===== src/rtl/bole_pkg.sv =====
// package: shared constants and codes for the bounded ordered list engine
`timescale 1ns / 1ps
package bole_pkg;

  localparam int BOLE_CAPACITY = 32;
  localparam int BOLE_DATA_W   = 16;

  typedef enum logic [2:0] {
    OP_INS_HEAD = 3'd0,
    OP_INS_TAIL = 3'd1,
    OP_INS_SORT = 3'd2,
    OP_SORT     = 3'd3,
    OP_READ_FWD = 3'd4,
    OP_READ_BWD = 3'd5
  } op_t;

  typedef enum logic [1:0] {
    ST_OK    = 2'd0,
    ST_FULL  = 2'd1,
    ST_EMPTY = 2'd2
  } status_t;

endpackage


===== src/rtl/bole_ram.sv =====
// generic single write, single read ram with registered read data
`timescale 1ns / 1ps
module bole_ram #(
  parameter int WIDTH = 16,
  parameter int DEPTH = 32
) (
  input  logic                     clk,
  input  logic                     we,
  input  logic [$clog2(DEPTH)-1:0] waddr,
  input  logic [WIDTH-1:0]         wdata,
  input  logic [$clog2(DEPTH)-1:0] raddr,
  output logic [WIDTH-1:0]         rdata
);

  logic [WIDTH-1:0] mem [DEPTH];

  always_ff @(posedge clk) begin
    if (we) begin
      mem[waddr] <= wdata;
    end
    rdata <= mem[raddr];
  end

endmodule


===== src/rtl/bounded_ordered_list_engine.sv =====
// top level: bounded ordered list engine with a ram store and a small sequencer
//
//  channel  | handshake           | payload
//  ---------+---------------------+-------------------------------------
//  input    | in_valid / in_ready | op, value
//  output   | out_valid/out_ready | data, status, entries, last
//
// one item at a time; in_ready is high only while the sequencer is idle
// refused insert, empty read, unknown op, sort of fewer than two entries: straight to the result
// insert: a sorted insert scans for its slot; entries past the slot move up one each
// sort: bubble passes, each one entry shorter, until no swap; read: one result per entry
// every step is paced by the one ram read port with its registered read data
// output stalls hold the sequencer; rst clears the count and the sequencer
`timescale 1ns / 1ps
module bounded_ordered_list_engine
  import bole_pkg::*;
#(
  parameter int CAPACITY = BOLE_CAPACITY
) (
  input  logic                          clk,
  input  logic                          rst,
  input  logic                          in_valid,
  output logic                          in_ready,
  input  logic [2:0]                    op,
  input  logic signed [BOLE_DATA_W-1:0] value,
  output logic                          out_valid,
  input  logic                          out_ready,
  output logic signed [BOLE_DATA_W-1:0] data,
  output logic [1:0]                    status,
  output logic [5:0]                    entries,
  output logic                          last
);

  localparam int AW = $clog2(CAPACITY);
  localparam int CW = $clog2(CAPACITY + 1);
  localparam logic [CW-1:0] CAP = CW'(CAPACITY);

  typedef enum logic [12:0] {
    S_IDLE     = 13'h0001,
    S_SCAN_RD  = 13'h0002,
    S_SCAN_CMP = 13'h0004,
    S_SH_RD    = 13'h0008,
    S_SH_WR    = 13'h0010,
    S_SO_LOAD  = 13'h0020,
    S_SO_LOADW = 13'h0040,
    S_SO_RD    = 13'h0080,
    S_SO_CMP   = 13'h0100,
    S_RD_ISSUE = 13'h0200,
    S_RD_WAIT  = 13'h0400,
    S_RD_OUT   = 13'h0800,
    S_RESP     = 13'h1000
  } state_t;

  state_t state, state_next;

  logic [CW-1:0]                 count;
  logic [CW-1:0]                 pos;
  logic [CW-1:0]                 idx;
  logic [CW-1:0]                 lim;
  logic signed [BOLE_DATA_W-1:0] vreg;
  logic signed [BOLE_DATA_W-1:0] carry;
  logic                          change;
  logic                          fwd;

  logic [CW-1:0]                 idx_m1;
  logic [CW-1:0]                 idx_p1;
  logic [CW-1:0]                 rd_pos;
  status_t                       resp_status;

  logic                          we;
  logic [AW-1:0]                 waddr;
  logic [BOLE_DATA_W-1:0]        wdata;
  logic [AW-1:0]                 raddr;
  logic [BOLE_DATA_W-1:0]        rdata;

  assign idx_m1   = idx - 1'b1;
  assign idx_p1   = idx + 1'b1;
  assign rd_pos   = fwd ? idx : (count - idx - 1'b1);
  assign in_ready = (state == S_IDLE);
  assign entries  = 6'(count);

  bole_ram #(
    .WIDTH (BOLE_DATA_W),
    .DEPTH (CAPACITY)
  ) u_store (
    .clk   (clk),
    .we    (we),
    .waddr (waddr),
    .wdata (wdata),
    .raddr (raddr),
    .rdata (rdata)
  );

  always_comb begin
    state_next  = state;
    we          = 1'b0;
    waddr       = '0;
    wdata       = '0;
    raddr       = '0;
    resp_status = ST_OK;
    unique case (state)
      S_IDLE: begin
        if (in_valid) begin
          case (op) inside
            OP_INS_HEAD, OP_INS_TAIL, OP_INS_SORT: begin
              if (count >= CAP) begin
                resp_status = ST_FULL;
                state_next  = S_RESP;
              end else if (op == OP_INS_SORT) begin
                state_next = S_SCAN_RD;
              end else begin
                state_next = S_SH_RD;
              end
            end
            OP_SORT: begin
              state_next = (count > CW'(1)) ? S_SO_LOAD : S_RESP;
            end
            OP_READ_FWD, OP_READ_BWD: begin
              if (count == '0) begin
                resp_status = ST_EMPTY;
                state_next  = S_RESP;
              end else begin
                state_next = S_RD_ISSUE;
              end
            end
            default: state_next = S_RESP;
          endcase
        end
      end
      S_SCAN_RD: begin
        raddr = pos[AW-1:0];
        state_next = (pos == count) ? S_SH_RD : S_SCAN_CMP;
      end
      S_SCAN_CMP: begin
        state_next = ($signed(rdata) < vreg) ? S_SCAN_RD : S_SH_RD;
      end
      S_SH_RD: begin
        if (idx == pos) begin
          we         = 1'b1;
          waddr      = pos[AW-1:0];
          wdata      = vreg;
          state_next = S_RESP;
        end else begin
          raddr      = idx_m1[AW-1:0];
          state_next = S_SH_WR;
        end
      end
      S_SH_WR: begin
        we         = 1'b1;
        waddr      = idx[AW-1:0];
        wdata      = rdata;
        state_next = S_SH_RD;
      end
      S_SO_LOAD: begin
        state_next = S_SO_LOADW;
      end
      S_SO_LOADW: begin
        state_next = S_SO_RD;
      end
      S_SO_RD: begin
        if (idx == lim) begin
          we         = 1'b1;
          waddr      = lim[AW-1:0];
          wdata      = carry;
          state_next = (change && lim > CW'(1)) ? S_SO_LOAD : S_RESP;
        end else begin
          raddr      = idx_p1[AW-1:0];
          state_next = S_SO_CMP;
        end
      end
      S_SO_CMP: begin
        we         = 1'b1;
        waddr      = idx[AW-1:0];
        wdata      = (carry > $signed(rdata)) ? rdata : carry;
        state_next = S_SO_RD;
      end
      S_RD_ISSUE: begin
        raddr      = rd_pos[AW-1:0];
        state_next = S_RD_WAIT;
      end
      S_RD_WAIT: begin
        state_next = S_RD_OUT;
      end
      S_RD_OUT: begin
        if (out_ready) begin
          state_next = last ? S_IDLE : S_RD_ISSUE;
        end
      end
      S_RESP: begin
        if (out_ready) begin
          state_next = S_IDLE;
        end
      end
      default: state_next = S_IDLE;
    endcase
  end

  always_ff @(posedge clk) begin
    if (rst) begin
      state     <= S_IDLE;
      count     <= '0;
      out_valid <= 1'b0;
    end else begin
      state <= state_next;

      // single result for every op that is not a non-empty read
      if (state_next == S_RESP && state != S_RESP) begin
        out_valid <= 1'b1;
        data      <= '0;
        status    <= resp_status;
        last      <= 1'b1;
      end

      unique case (state)
        S_IDLE: begin
          vreg   <= value;
          idx    <= (op == OP_INS_HEAD || op == OP_INS_SORT ||
                     op == OP_INS_TAIL) ? count : '0;
          pos    <= (op == OP_INS_TAIL) ? count : '0;
          lim    <= count - 1'b1;
          fwd    <= (op == OP_READ_FWD);
          change <= 1'b0;
        end
        S_SCAN_RD: begin
        end
        S_SCAN_CMP: begin
          if ($signed(rdata) < vreg) begin
            pos <= pos + 1'b1;
          end
        end
        S_SH_RD: begin
          if (idx == pos) begin
            count <= count + 1'b1;
          end
        end
        S_SH_WR: begin
          idx <= idx_m1;
        end
        S_SO_LOAD: begin
          idx    <= '0;
          change <= 1'b0;
        end
        S_SO_LOADW: begin
          carry <= rdata;
        end
        S_SO_RD: begin
          if (idx == lim) begin
            lim <= lim - 1'b1;
          end
        end
        S_SO_CMP: begin
          if (carry > $signed(rdata)) begin
            change <= 1'b1;
          end else begin
            carry <= rdata;
          end
          idx <= idx_p1;
        end
        S_RD_ISSUE: begin
        end
        S_RD_WAIT: begin
          out_valid <= 1'b1;
          data      <= rdata;
          status    <= ST_OK;
          last      <= (idx_p1 == count);
        end
        S_RD_OUT: begin
          if (out_ready) begin
            out_valid <= 1'b0;
            idx       <= idx_p1;
          end
        end
        S_RESP: begin
          if (out_ready) begin
            out_valid <= 1'b0;
          end
        end
        default: begin
        end
      endcase
    end
  end

  // no result may wait while the sequencer takes a new item
  assert property (@(posedge clk) disable iff (rst) in_ready |-> !out_valid)
    else $error("result pending while idle");

  // the list never grows past its capacity
  assert property (@(posedge clk) disable iff (rst) count <= CAP)
    else $error("entry count above capacity");

  // a refused insert is only reported with a full list
  assert property (@(posedge clk) disable iff (rst)
    (out_valid && status == ST_FULL) |-> (count == CAP))
    else $error("full status with room left");

  // a finished insert grows the list by exactly one
  assert property (@(posedge clk) disable iff (rst)
    (state == S_SH_RD && idx == pos) |=> (count == $past(count) + 1'b1))
    else $error("insert did not grow the list");

endmodule

===== config.mk =====
export PLATFORM = sky130hd
export DESIGN_NAME = bounded_ordered_list_engine
export DESIGN_NICKNAME = d
export VERILOG_FILES = /design/src/rtl/bole_pkg.sv /design/src/rtl/bole_ram.sv /design/src/rtl/bounded_ordered_list_engine.sv
export SDC_FILE = /design/constraint.sdc
export NUM_CORES = 1
export LEC_CHECK = 0
export ABC_AREA = 0
export BUFFER_PORTS_ARGS = -buffer_cell sky130_fd_sc_hd__buf_2
export CAP_MARGIN = 20
export CORE_MARGIN = 2
export CORE_UTILIZATION = 25
export CTS_BUF_LIST = sky130_fd_sc_hd__clkbuf_8
export CTS_CLUSTER_DIAMETER = 150
export CTS_CLUSTER_SIZE = 10
export DETAILED_ROUTE_END_ITERATION = 16
export GPL_TIMING_DRIVEN = 0
export PLACE_DENSITY = 0.4
export RECOVER_POWER = 50
export SLEW_MARGIN = 15
export SYNTH_ARGS = -nofsm -noshare
export SYNTH_HDL_FRONTEND = slang
export SYNTH_SLANG_ARGS = --single-unit

===== constraint.sdc =====
create_clock -name clk -period 4.75 [get_ports clk]
set_clock_uncertainty 0.1 [all_clocks]
set_input_delay 0.7125 -clock clk [delete_from_list [all_inputs] [get_ports clk]]
set_output_delay 0.7125 -clock clk [all_outputs]
set_load 0.01 [all_outputs]

==> results.rst <==
.. list-table::
   :header-rows: 1

   * - Metric
     - Value
   * - Nets@finish
     - 2193
   * - Detailed-route via count
     - about 17000
   * - Vias per inst
     - 4.74
   * - Endpoint kind of the worst setup timing path
     - flip-flop
   * - Remaining DRCs
     - 0
   * - Run status
     - finished, final reports clean
   * - Combinational share of power
     - 5.0%
   * - Post-Synthesis Cells
     - 1956
   * - Worst setup slack after layout
     - 0.0339 ns
   * - Clock-pin slew on the worst setup and hold paths
     - roughly 0.080 ns
   * - Total instance count after detailed placement
     - between 3000 and 4000
   * - Number of cells in the finished layout apart from fillers
     - 3556
   * - Worst path required time
     - 5.17 ns
   * - Final Hold Violating Endpoints
     - 0
   * - Slew Limit Headroom
     - 19.3%
   * - Core box area
     - 0.107 sq mm
   * - Clock latency at the later pin of the worst-skew pair
     - 0.70 ns
   * - Starting density of the core
     - between 20% and 30%
   * - IO Count
     - 50
   * - Tcrit/Tclk final
     - 99.3%
   * - Unrepaired setup endpoints after global routing
     - yes
   * - Max Cap Viol
     - 0
   * - Delay of the slowest cell on the worst path
     - roughly 0.7 ns
   * - Max IR drop VDD
     - between 0.15 and 0.2 mV
   * - Number of hold buffers added after cts
     - 0
   * - Fin. max-slew vios
     - 0
   * - Initial antenna violation count
     - 3
   * - Switching share of total power
     - 23.5%
   * - Post-layout minimum cycle time
     - 4.72 ns
   * - CP Launch Type
     - flip-flop
   * - Hold path startpoint
     - value[9]
   * - Worst min-delay path category
     - in -> reg
   * - Fraction of the mapped netlist area in simple logic gates
     - 9.07%
   * - Main flop type after synthesis
     - edfxtp_1
   * - Clock tree from TritonCTS
     - built
   * - Library cell with the highest instance count after synthesis
     - edfxtp_1
   * - Achievable frequency
     - 0.212 GHz
   * - Cells on Worst Hold Path
     - 1
   * - R2R Path Start
     - state[8]
   * - Arrival time worst endpoint
     - 5.14 ns
   * - Wire length per cell after detailed routing
     - between 20 and 25 um
   * - Wire length of the first global-routing pass
     - roughly 120 mm
   * - Number of logic stages on the critical path including buffering
     - 14
   * - Placement row count
     - 120
   * - Cell area after layout
     - 0.0311 sq mm
   * - Post-detail-place hpwl
     - between 60 and 70 mm
   * - Share of total power in the clock network
     - 34.0%
   * - DP Area
     - 0.0300 sq mm
   * - Port Buf Inserts
     - 48
   * - Pint
     - roughly 7.5 mW
   * - Maximum fanout encountered on the critical timing path
     - 10
   * - DIE WIDTH
     - 333 um
   * - Flop pwr share
     - 60.9%
   * - Tightest Pin Transition
     - 1.21 ns
   * - Cell with the largest stage delay on the worst path
     - o21ai_0
   * - Most area-consuming cells after synthesis
     - edfxtp_1 (65%), mux2i_1 (7.0%), nand2_1 (3.0%)
   * - Bufs on Longest Clock Path
     - 3
   * - XOR/XNOR Fraction of Synth Area
     - 1.49%
   * - Share of Yosys cell area claimed by the top area cell type
     - 64.6%
   * - Total buffers and inverters traversed by the critical path
     - 6
   * - Synth warn
     - 0
   * - Wirelength, routed
     - 84.5 mm
   * - Delay-heaviest family, CP
     - buffers and inverters
   * - Filler cell count in the final layout
     - 10800
   * - Static power due to leakage
     - 9.69 nW
   * - Largest family of logic cells by synthesized area
     - compound AO/OA/AOI/OAI gates
   * - Total routing usage reported by global routing
     - 15.1%
   * - Critical Setup Path Class
     - reg -> reg
   * - Via count of the first global-routing pass
     - 16900
   * - Worst Hold Path EP
     - vreg[9]
   * - Fin util
     - 28.9%
   * - R2r worst-path depth
     - 14
   * - Share of synthesized registers carrying an async set or reset
     - 0%
   * - Post-synthesis mux area share
     - 8.35%
   * - P_sw
     - about 2.3 mW
   * - Number of distinct library cells after synthesis
     - 71
   * - Mapped cell area
     - ~0.027 sq mm
   * - Post-synthesis share of cell area spent on full adders, half adders and majority gates
     - 2.06%
   * - DRT Pass-1 Iters
     - 7
   * - Die height
     - 333 um
   * - Die footprint
     - 0.111 sq mm
   * - Pin count of the biggest net entering global routing
     - 33
   * - Compound-cell area share of the yosys netlist
     - 9.10%
   * - Avg Inst Size Synth
     - 13.9 sq um
   * - Register Area
     - 0.0182 sq mm
   * - Leading area contributor after synthesis
     - edfxtp_1
   * - Fraction of the yosys area taken by sequential cells
     - 67.2%
   * - Total power divided by cell area
     - between 300 and 400 mW/mm^2
   * - Global-route congestion overflow total
     - 0
   * - Most frequent cells after synthesis
     - edfxtp_1 (583), nand2_1 (214), mux2i_1 (189)
   * - Synth Register Bits
     - 619
   * - Area growth from synthesis to layout
     - 14.5%
   * - Count of final setup violators
     - 0
   * - Clk Tree Root Cell
     - clkbuf_8
   * - Net count after synthesis
     - slightly above 2000
   * - Destination of the worst register-to-register timing path
     - u_store.rdata[13]
   * - Cells along the critical path
     - or4_1 -> clkbuf_1 -> or4_1 -> clkbuf_2 -> a211o_1 -> nand3_1 -> buf_4 -> buf_6 -> buf_6 -> buf_4 -> mux2i_1 -> mux2i_1 -> o21ai_0 -> a221oi_2
   * - Post-place setup slack
     - -1.31 ns
   * - Total power consumption of the routed design
     - 9.79 mW
   * - Total number of clock tree sinks
     - 619
   * - Area used by multi-input combinational logic
     - roughly 0.0084 sq mm
   * - Slack of the worst reg-to-reg path
     - 0.03 ns
   * - Final antenna-violating net count
     - 0
   * - Number of flops mapped to enable cells by yosys
     - 583
   * - Ratio of cells with drive above 1 in the final layout
     - 15.0%
   * - Starting DRT DRC Count
     - 1380
   * - Placer's final routability congestion estimate
     - 0.856
   * - Number of buffers created by CTS
     - 71
   * - H-tree levels
     - 3
==> logic make-up (layout without fill, tap and decap cells) <==
logic type               count (synthesis)  after routing
flip-flops                             619            619
AND/OR/NAND/NOR                        529            529
AO/OA/AOI/OAI                          329            329
multiplexers                           222            222
buffers and inverters                  167            363
XOR/XNOR                                46             46
adder cells (fa/ha/maj)                 44             44
other                                    0              1
==> sequential cells by signal, indices dropped and copies added, names as in the netlist <==
register,count
u_store.mem,512
carry,16
data,16
u_store.rdata,16
vreg,16
state,13
entries,6
idx,6
lim,6
pos,6
status,2
change,1
fwd,1
last,1
out_valid,1
==> cell type report <==
| type | instances | share of cell area (%) |
|---|---|---|
| diodes | 1 | 0.00806 |
| plain buffers | 114 | 1.86 |
| clock buffers | 73 | 3.24 |
| clock inverters | 26 | 0.403 |
| inverters | 51 | 0.616 |
| multi-input cells | 1170 | 27.0 |
| flip-flops and latches | 619 | 58.7 |
| well taps | 1403 | 5.65 |
| repair buffers | 99 | 2.49 |
==> per-layer routing <==
metal  GRT usage [%]  part of all wire (%)
met1            20.8                    47
met3            1.81                   3.8
met2            24.4                    47
met5               0                     0
met4            5.31                   3.0
==> worst reg2reg max path, delay by kind of cell, from the launching register on <==
kind | cells | cell delay (ns)
flip-flops | 1 | 0.35
AND/OR/NAND/NOR | 3 | 1.16
multiplexers | 2 | 0.34
AO/OA/AOI/OAI | 3 | 1.22
buffers and inverters | 6 | 1.36
==> power groups by stage <==
stage	Clock (mW)	Sequential (mW)	Combinational, mW
final	3.33	5.96	0.491
after global routing	3.70	5.97	0.536
after CTS	3.50	5.96	0.498
after detailed placement	0	6.08	0.485
after global placement	0	6.08	0.477
after floorplan	0	6.07	0.296
==> cells in the final DEF, fill, tap and decap left out, drive strengths merged, types with 23 or more instances in the layout <==
cell type / count
o21ai: 60
xor2: 28
a221o: 35
ha: 43
a21oi: 48
inv: 76
nand3: 61
and3: 35
a21bo: 23
mux2: 33
nand2: 214
edfxtp: 583
a221oi: 34
dfxtp: 36
nor2: 121
a211oi: 24
buf: 90
mux2i: 189
clkbuf: 196
==> metrics by stage <==
step / hold WS [ns] / setup TNS, ns
global placement: 0.362 / -587.87
global route: 0.0331 / -0.339
detailed placement: 0.360 / -15.54
CTS: 0.000765 / -0.0175
floorplan: 0.334 / 0
finish: 0.0780 / 0
==> timing repair <==
item                                    CTS  global route
gates cloned                              0             0
buffers inserted                          2             0
pin swaps                                 2             2
endpoints found under the setup margin  107           233
resized for setup                        38            54
hold endpoints to repair                  0             0
==> worst max path at each step <==
stage          slack [ns]                end  startpoint
3_5_place_dp        -1.31   u_store.rdata[8]   state[11]
2_1_floorplan        1.02            data[0]    state[5]
4_1_cts             -0.02  u_store.rdata[12]    state[8]
3_3_place_gp        -1.41   u_store.rdata[8]    state[8]
6_report             0.03  u_store.rdata[13]    state[8]
5_1_grt             -0.05   u_store.rdata[8]    state[8]
No activity file was read; power rests on OpenSTA's default activity.
